===== config.mk =====
export PLATFORM = sky130hd
export DESIGN_NAME = playback_frame_sequencer
export DESIGN_NICKNAME = d
export VERILOG_FILES = /design/src/rtl/pfs_pkg.sv /design/src/rtl/pfs_regs.sv /design/src/rtl/pfs_step.sv /design/src/rtl/playback_frame_sequencer.sv
export SDC_FILE = /design/constraint.sdc
export NUM_CORES = 1
export LEC_CHECK = 0
export BUFFER_PORTS_ARGS = -buffer_cell sky130_fd_sc_hd__buf_4
export CORE_MARGIN = 3
export CORE_UTILIZATION = 25
export CTS_BUF_LIST = sky130_fd_sc_hd__clkbuf_4
export DETAILED_ROUTE_END_ITERATION = 12
export SLEW_MARGIN = 0
export SYNTH_ARGS = -nofsm -noshare
export SYNTH_HDL_FRONTEND = slang
export SYNTH_HIERARCHICAL = 1
export SYNTH_SLANG_ARGS = --single-unit

===== constraint.sdc =====
create_clock -name aclk -period 4.1 [get_ports aclk]
set_input_delay 0.82 -clock aclk [delete_from_list [all_inputs] [get_ports aclk]]
set_output_delay 0.82 -clock aclk [all_outputs]
set_load 0.01 [all_outputs]

===== src/rtl/pfs_pkg.sv =====
// Shared types and constants for the playback frame sequencer.
// Depends on nothing; used by every module of the block.
package pfs_pkg;

    localparam int unsigned NUM_REGS   = 5;
    localparam int unsigned PADDR_W    = 5;
    localparam logic [16:0] MAX_FRAMES = 17'd65536;

    // Register indexes (byte address = 4 * index)
    localparam logic [2:0] REG_FRAME_COUNT     = 3'd0;
    localparam logic [2:0] REG_LOOP_START      = 3'd1;
    localparam logic [2:0] REG_LOOP_END        = 3'd2;
    localparam logic [2:0] REG_BOUND_MODE      = 3'd3;
    localparam logic [2:0] REG_TICKS_PER_FRAME = 3'd4;

    // Event opcodes
    localparam logic [2:0] OP_TICK   = 3'd0;
    localparam logic [2:0] OP_PLAY   = 3'd1;
    localparam logic [2:0] OP_PAUSE  = 3'd2;
    localparam logic [2:0] OP_RESUME = 3'd3;
    localparam logic [2:0] OP_STOP   = 3'd4;
    localparam logic [2:0] OP_SEEK   = 3'd5;
    localparam logic [2:0] OP_DIR    = 3'd6;

    // Loop modes; the fourth code keeps the stepped frame
    localparam logic [1:0] LM_NORMAL = 2'd0;
    localparam logic [1:0] LM_WRAP   = 2'd1;
    localparam logic [1:0] LM_PING   = 2'd2;

    typedef enum logic [1:0] {
        ST_IDLE    = 2'd0,
        ST_PLAYING = 2'd1,
        ST_PAUSED  = 2'd2,
        ST_STOPPED = 2'd3
    } player_state_t;

    typedef struct packed {
        logic [2:0]  opcode;
        logic [15:0] target_frame;
        logic        forwards;
    } in_word_t;

    typedef struct packed {
        logic [15:0] frame_index;
        logic        fetch_frame;
        logic        loop_hit;
        logic        error_flag;
        logic [1:0]  player_state;
        logic        going_forward;
    } out_word_t;

    typedef struct packed {
        logic [16:0] frame_count;
        logic [15:0] loop_start;
        logic [15:0] loop_end;
        logic [1:0]  bound_mode;
        logic [31:0] ticks_per_frame;
    } cfg_t;

    typedef struct packed {
        player_state_t mode;
        logic [15:0]   frame;
        logic          fwd;
        logic [31:0]   countdown;
    } pstate_t;

endpackage


===== src/rtl/pfs_regs.sv =====
// APB configuration register file for the frame sequencer.
// Depends on pfs_pkg for the register indexes and cfg_t.
module pfs_regs
    import pfs_pkg::*;
(
    input  logic               aclk,
    input  logic               aresetn,
    input  logic               psel,
    input  logic               penable,
    input  logic               pwrite,
    input  logic [PADDR_W-1:0] paddr,
    input  logic [31:0]        pwdata,
    output logic [31:0]        prdata,
    output logic               pready,
    output cfg_t               cfg
);

    cfg_t       cfg_reg;
    logic [2:0] reg_idx;
    logic       wr_en;

    assign reg_idx = paddr[PADDR_W-1:2];
    assign wr_en   = psel && penable && pwrite;
    assign pready  = 1'b1;
    assign cfg     = cfg_reg;

    always_ff @(posedge aclk) begin
        if (!aresetn) begin
            cfg_reg.frame_count     <= 17'd1;
            cfg_reg.loop_start      <= '0;
            cfg_reg.loop_end        <= '0;
            cfg_reg.bound_mode      <= LM_NORMAL;
            cfg_reg.ticks_per_frame <= 32'd1;
        end else if (wr_en) begin
            unique case (reg_idx)
                REG_FRAME_COUNT:     cfg_reg.frame_count     <= pwdata[16:0];
                REG_LOOP_START:      cfg_reg.loop_start      <= pwdata[15:0];
                REG_LOOP_END:        cfg_reg.loop_end        <= pwdata[15:0];
                REG_BOUND_MODE:      cfg_reg.bound_mode      <= pwdata[1:0];
                REG_TICKS_PER_FRAME: cfg_reg.ticks_per_frame <= pwdata;
                default: ;
            endcase
        end
    end

    always_comb begin
        unique case (reg_idx)
            REG_FRAME_COUNT:     prdata = {15'd0, cfg_reg.frame_count};
            REG_LOOP_START:      prdata = {16'd0, cfg_reg.loop_start};
            REG_LOOP_END:        prdata = {16'd0, cfg_reg.loop_end};
            REG_BOUND_MODE:      prdata = {30'd0, cfg_reg.bound_mode};
            REG_TICKS_PER_FRAME: prdata = cfg_reg.ticks_per_frame;
            default:             prdata = '0;
        endcase
    end

endmodule


===== src/rtl/pfs_step.sv =====
// Next-state and result logic for one event word.
// Depends on pfs_pkg; purely combinational.
module pfs_step
    import pfs_pkg::*;
(
    input  cfg_t      cfg,
    input  pstate_t   cur,
    input  in_word_t  word,
    output pstate_t   nxt,
    output out_word_t res
);

    logic [16:0] fwd_next;
    logic [15:0] rev_next;
    logic [15:0] stepped;
    logic        boundary;
    logic        fetch;
    logic        hit;
    logic        err;

    // Single frame step and loop-range edge test
    always_comb begin
        fwd_next = {1'b0, cur.frame} + 17'd1;
        rev_next = cur.frame - 16'd1;
        if (cur.fwd) begin
            stepped  = fwd_next[15:0];
            boundary = fwd_next >= {1'b0, cfg.loop_end};
        end else begin
            stepped  = rev_next;
            boundary = (cur.frame == 16'd0) || (rev_next <= cfg.loop_start);
        end
    end

    always_comb begin
        nxt   = cur;
        fetch = 1'b0;
        hit   = 1'b0;
        err   = 1'b0;
        unique case (word.opcode)
            OP_TICK: begin
                if (cur.mode == ST_PLAYING) begin
                    if (cur.countdown > 32'd1) begin
                        nxt.countdown = cur.countdown - 32'd1;
                    end else if (!boundary) begin
                        nxt.frame     = stepped;
                        nxt.countdown = cfg.ticks_per_frame;
                        fetch         = 1'b1;
                    end else begin
                        hit = 1'b1;
                        unique case (cfg.bound_mode)
                            LM_NORMAL: begin
                                nxt.mode      = ST_STOPPED;
                                nxt.frame     = cfg.loop_start;
                                nxt.countdown = cfg.ticks_per_frame;
                                fetch         = 1'b1;
                            end
                            LM_WRAP: begin
                                nxt.frame     = cur.fwd ? cfg.loop_start : cfg.loop_end;
                                nxt.countdown = cfg.ticks_per_frame;
                                fetch         = 1'b1;
                            end
                            LM_PING: begin
                                nxt.frame     = cur.fwd ? cfg.loop_end : cfg.loop_start;
                                nxt.fwd       = !cur.fwd;
                                nxt.countdown = cfg.ticks_per_frame;
                                fetch         = 1'b1;
                            end
                            // unknown mode: keep stepped frame, retry next tick
                            default: nxt.frame = stepped;
                        endcase
                    end
                end
            end
            OP_PLAY: begin
                if (cur.mode == ST_PLAYING) begin
                    err = 1'b1;
                end else begin
                    nxt.countdown = cfg.ticks_per_frame;
                    nxt.mode      = ST_PLAYING;
                end
            end
            OP_PAUSE: begin
                if (cur.mode != ST_PLAYING) err = 1'b1;
                else nxt.mode = ST_PAUSED;
            end
            OP_RESUME: begin
                if (cur.mode != ST_PAUSED) begin
                    err = 1'b1;
                end else begin
                    nxt.countdown = cfg.ticks_per_frame;
                    nxt.mode      = ST_PLAYING;
                end
            end
            OP_STOP: begin
                if (cur.mode != ST_PLAYING && cur.mode != ST_PAUSED) begin
                    err = 1'b1;
                end else begin
                    nxt.mode  = ST_STOPPED;
                    nxt.frame = cfg.loop_start;
                    fetch     = 1'b1;
                end
            end
            OP_SEEK: begin
                if (({1'b0, word.target_frame} >= cfg.frame_count) ||
                    ({1'b0, word.target_frame} >= MAX_FRAMES)) begin
                    err = 1'b1;
                end else begin
                    nxt.frame     = word.target_frame;
                    nxt.countdown = cfg.ticks_per_frame;
                    fetch         = 1'b1;
                end
            end
            OP_DIR:  nxt.fwd = word.forwards;
            default: err = 1'b1;
        endcase
    end

    always_comb begin
        res.frame_index   = nxt.frame;
        res.fetch_frame   = fetch;
        res.loop_hit      = hit;
        res.error_flag    = err;
        res.player_state  = nxt.mode;
        res.going_forward = nxt.fwd;
    end

endmodule


===== src/rtl/playback_frame_sequencer.sv =====
// Playback frame sequencer top level: input register, step logic, result register.
// Each accepted word passes on to the result register, which drives m_data.
// Throughput: one event word per cycle; s_ready drops only while both stages are full
// and m_ready is low.
// Reset (aresetn low, synchronous): idle, frame 0, forwards, countdown 0, both stages
// empty, registers at frame_count 1, ticks_per_frame 1, others 0.
module playback_frame_sequencer
    import pfs_pkg::*;
(
    input  logic               aclk,
    input  logic               aresetn,
    // event words
    input  logic               s_valid,
    output logic               s_ready,
    input  in_word_t           s_data,
    // result words
    output logic               m_valid,
    input  logic               m_ready,
    output out_word_t          m_data,
    // configuration
    input  logic               psel,
    input  logic               penable,
    input  logic               pwrite,
    input  logic [PADDR_W-1:0] paddr,
    input  logic [31:0]        pwdata,
    output logic [31:0]        prdata,
    output logic               pready
);

    cfg_t      cfg;
    pstate_t   state_reg;
    pstate_t   state_next;
    in_word_t  in_reg;
    logic      in_valid_reg;
    out_word_t out_reg;
    out_word_t out_next;
    logic      out_valid_reg;
    logic      advance;

    pfs_regs u_regs (
        .aclk    (aclk),
        .aresetn (aresetn),
        .psel    (psel),
        .penable (penable),
        .pwrite  (pwrite),
        .paddr   (paddr),
        .pwdata  (pwdata),
        .prdata  (prdata),
        .pready  (pready),
        .cfg     (cfg)
    );

    pfs_step u_step (
        .cfg  (cfg),
        .cur  (state_reg),
        .word (in_reg),
        .nxt  (state_next),
        .res  (out_next)
    );

    // The word in the input stage moves on (and commits state) when the
    // result register is empty or being drained this cycle.
    assign advance = in_valid_reg && (!out_valid_reg || m_ready);
    assign s_ready = !in_valid_reg || advance;
    assign m_valid = out_valid_reg;
    assign m_data  = out_reg;

    always_ff @(posedge aclk) begin
        if (!aresetn) begin
            state_reg.mode      <= ST_IDLE;
            state_reg.frame     <= '0;
            state_reg.fwd       <= 1'b1;
            state_reg.countdown <= '0;
            in_valid_reg        <= 1'b0;
            out_valid_reg       <= 1'b0;
        end else begin
            if (s_valid && s_ready) begin
                in_valid_reg <= 1'b1;
            end else if (advance) begin
                in_valid_reg <= 1'b0;
            end
            if (advance) begin
                state_reg     <= state_next;
                out_valid_reg <= 1'b1;
            end else if (m_ready) begin
                out_valid_reg <= 1'b0;
            end
        end
    end

    // payload registers, no reset
    always_ff @(posedge aclk) begin
        if (s_valid && s_ready) begin
            in_reg <= s_data;
        end
        if (advance) begin
            out_reg <= out_next;
        end
    end

endmodule


==> results.cfg <==
[placed_design]
dp_hpwl_microns = 30900
routabilityCongestion = 0.902
io_buffers = 117
post-place-ws_ns = -0.144
dp.cells = 2154

[clock_tree]
htreeDepth = 4
cts_tree = built
worstSkewPairLatency_ns = 0.64
numCtsBuffers = 17
clock-sinks = 178
clk_pin_slew_worst_paths_ns = 0.14
clk_path_buf_depth = 2
root_buffer = clkbuf_4
cts_hold_buf = 0

[critical_path]
critical_path_required_ns = 4.61
crit_chain = or4_4, or3_4, nor2_4, xor2_2, ha_1, nand4_1, buf_6, a2111oi_4, nor4b_4, o22ai_4, nand2b_4, buf_16, buf_6, mux2i_1, a222oi_1, buf_4, nand2_2, nand2_1, mux2i_1
end_kind = flip-flop
cp_slowest_cell = or4_4
cp_slowest_stage_delay_ns = 0.53
critPathLaunchType = flip-flop
cp_max_fo = 5
arrival_ns = 4.62
path_class = reg2reg

[synth]
synthTopCellsByArea = dfxtp_1 (22%), mux2i_1 (14%), edfxtp_1 (10%)
synth_cell_type_count = 83
synth_top_area_cell = dfxtp_1
avgSynthCellArea_sq_um = 8.48
yosys.area.top_type_share_pct = 22.2
ys_warn_count = 6
synthArstFlopShare_pct = 0
syn_area_sq_um = 12200
synth.ff_latch_count = 178
synth_fp_nets = 1563
netlist_instances = 1443
synth-edff-count = 42
synth_ff_type = dfxtp_1
ys_seq_area_share_pct = 32.5

[status]
status = finished, violations left
violations = negative setup slack

[global_route]
grt_use_total_pct = 15.6
grt_pass1_vias = 10700
grt_max_degree = 114
grt_pass1_wl_microns = 61700
antenna_found_initial = 1
grt-ovfl-total = 0

[min_path]
hp-class = in2reg

[detailed_routing]
dr_total_vias = 11300
drt_wl_total_microns = 41600
first_pass_iters = 6
vias_per_cell = 5.12
ant_nets = 0
drc = 0
first_iter_violations = 1086
wl_per_cell_microns = 18.9

[power_and_ir_drop]
p_comb_share_pct = 17.9
ir_drop_mv = 0.141
intPower_mw = 2.49
switchingPower_mw = 1.05
power_frac_seq_pct = 52.7
power_mw = 3.54
p_sw_share_pct = 29.6
power.clock.fraction_pct = 29.4
total_leakage_power_nw = 5.49
p_per_area_nw_per_um2 = 241

[layout]
fin_cells = 2199
drive_gt1_share_pct = 21.2
num-nets-final = 1690
fin_util_pct = 30.6
num-fill-cells = 5062
area_delta_synth_final_pct = 20.1
largest_reg_flops = 83

[timing]
finalWorstSetupSlack_ns = -0.00814
rsz0062_at_grt = true
finalHoldViolCount = 0
setup_violations = 2
worst_pin_slew_ns = 1.33
fin_tns_setup_ns = -0.00974
max_freq_mhz = 243
layout_min_cycle_time_ns = 4.11
skew_ns = 0.0316
drv_slew = 0
slew_headroom_pct = 11.0
fin_crit_sh_pct = 100

[floorplan]
fp.dieW_microns = 227
rows = 80
core_sq_um = 48000
dieArea_sq_um = 51700
ioPinCount = 121
initial_core_util_pct = 25.5
die_h_microns = 227

[job]
cap_viol_max_count = 0
[worst max-delay path, delay by kind of cell, from the launching register on]
kind	cells	cell delay, ns
xor gates and xnor gates	1	0.17
buffers and inverters	4	0.60
AOI/OAI and AO/OA	3	0.53
muxes	2	0.17
adders and majority gates	1	0.27
and+or+nand+nor	8	1.88
DFF	1	0.35
[cell type report]
class	instances	area (sq um)	area share (%)
multi-input cells	1081	7620	51.8
flip-flops and latches	178	3990	27.1
repair buffers	223	1790	12.2
well taps	615	769	5.23
inverters	69	259	1.76
clock buffers	22	165	1.12
clock inverters	10	111	0.757
diodes	1	2.50	0.0170
[metal layers]
metal | vias up | GRT usage (%) | routed length (microns)
li1 | 5388 | - | -
met1 | 5384 | 20.2 | 18200
met2 | 432 | 26.5 | 20100
met3 | 53 | 2.99 | 2470
met4 | 0 | 4.31 | 802
met5 | - | 0 | 0
[cell families (layout without fill, tap and decap cells)]
| family | count (synthesis) | after routing | share of synthesized area (%) |
|---|---|---|---|
| AO/OA/AOI/OAI | 279 | 279 | 15.7 |
| other | 1 | 2 | 0.0306 |
| multiplexers | 180 | 180 | 14.8 |
| XOR/XNOR | 35 | 35 | 2.50 |
| buffers and inverters | 184 | 324 | 8.04 |
| AND/OR/NAND/NOR | 530 | 530 | 20.7 |
| flip-flops | 178 | 178 | 32.5 |
| adder cells (fa/ha/maj) | 56 | 56 | 5.72 |
[metrics by stage]
step | instance area [sq um] | hold WS (ns)
3_5_place_dp | 13900 | 0.471
6_report | 14700 | 0.360
4_1_cts | 14400 | 0.277
2_1_floorplan | 12200 | 0.431
3_3_place_gp | 13900 | 0.453
5_1_grt | 14700 | 0.300
[what timing repair did]
action	4_1_cts	5_1_grt
setup buffers	3	11
pin swaps	7	36
endpoints found under the setup margin	41	64
gates cloned	1	0
gates resized for setup	21	67
[worst paths after layout]
check	start	to	slack, ns	cells past startpoint
setup / recovery	state_reg[45]$_SDFFE_PN0P_	state_reg[43]$_SDFFE_PN0P_	-0.008	19
hold / removal	s_data[17]	in_reg[17]$_DFFE_PP_	0.36	1
setup reg to reg	state_reg[45]$_SDFFE_PN0P_	state_reg[43]$_SDFFE_PN0P_	-0.008	19
hold reg to reg	u_regs/cfg[22]$_SDFFE_PN0P_	u_regs/cfg[22]$_SDFFE_PN0P_	0.49	2
[cell usage after synthesis, types with 5 or more instances]
| cell | count |
|---|---|
| nor2_1 | 50 |
| a222oi_1 | 14 |
| dfxtp_1 | 136 |
| buf_6 | 12 |
| o21a_1 | 7 |
| o21ai_1 | 6 |
| nand4_1 | 15 |
| mux2i_1 | 174 |
| a21oi_1 | 60 |
| inv_1 | 68 |
| a211oi_1 | 7 |
| o21ai_0 | 54 |
| or4_1 | 5 |
| a21o_1 | 11 |
| a22oi_1 | 25 |
| buf_12 | 5 |
| nand2b_1 | 5 |
| nor2b_1 | 13 |
| a31oi_1 | 14 |
| clkbuf_1 | 49 |
| nor3_1 | 29 |
| buf_2 | 20 |
| ha_1 | 56 |
| and2_1 | 19 |
| nand3b_1 | 18 |
| mux2_2 | 6 |
| nor4_1 | 13 |
| xnor2_1 | 21 |
| nand3_1 | 21 |
| buf_4 | 26 |
| xor2_1 | 14 |
| a221o_1 | 9 |
| o211ai_1 | 24 |
| or3_1 | 6 |
| nand2_1 | 304 |
| a211o_1 | 5 |
| edfxtp_1 | 42 |
[cell usage in the layout, fill, tap and decap left out, types with 15 or more instances in the layout]
cell type / netlist / final
a21oi_1: 60 / 57
a22oi_1: 25 / 25
and2_1: 19 / 19
buf_4: 26 / 209
clkbuf_4: 0 / 22
dfxtp_1: 136 / 132
edfxtp_1: 42 / 42
ha_1: 56 / 55
inv_1: 68 / 68
mux2i_1: 174 / 174
nand2_1: 304 / 299
nand3_1: 21 / 18
nand3b_1: 18 / 18
nand4_1: 15 / 15
nor2_1: 50 / 45
nor3_1: 29 / 27
o211ai_1: 24 / 24
o21ai_0: 54 / 46
xnor2_1: 21 / 19
[power groups by stage]
stage / Clock (mW) / Sequential (mW) / Combinational [mW]
3_5_place_dp: 0 / 1.91 / 0.562
2_1_floorplan: 0 / 1.89 / 0.362
5_1_grt: 1.15 / 1.87 / 0.683
4_1_cts: 1.09 / 1.87 / 0.591
3_3_place_gp: 0 / 1.90 / 0.554
6_report: 1.04 / 1.87 / 0.636
No activity file was read; power rests on OpenSTA's default activity.
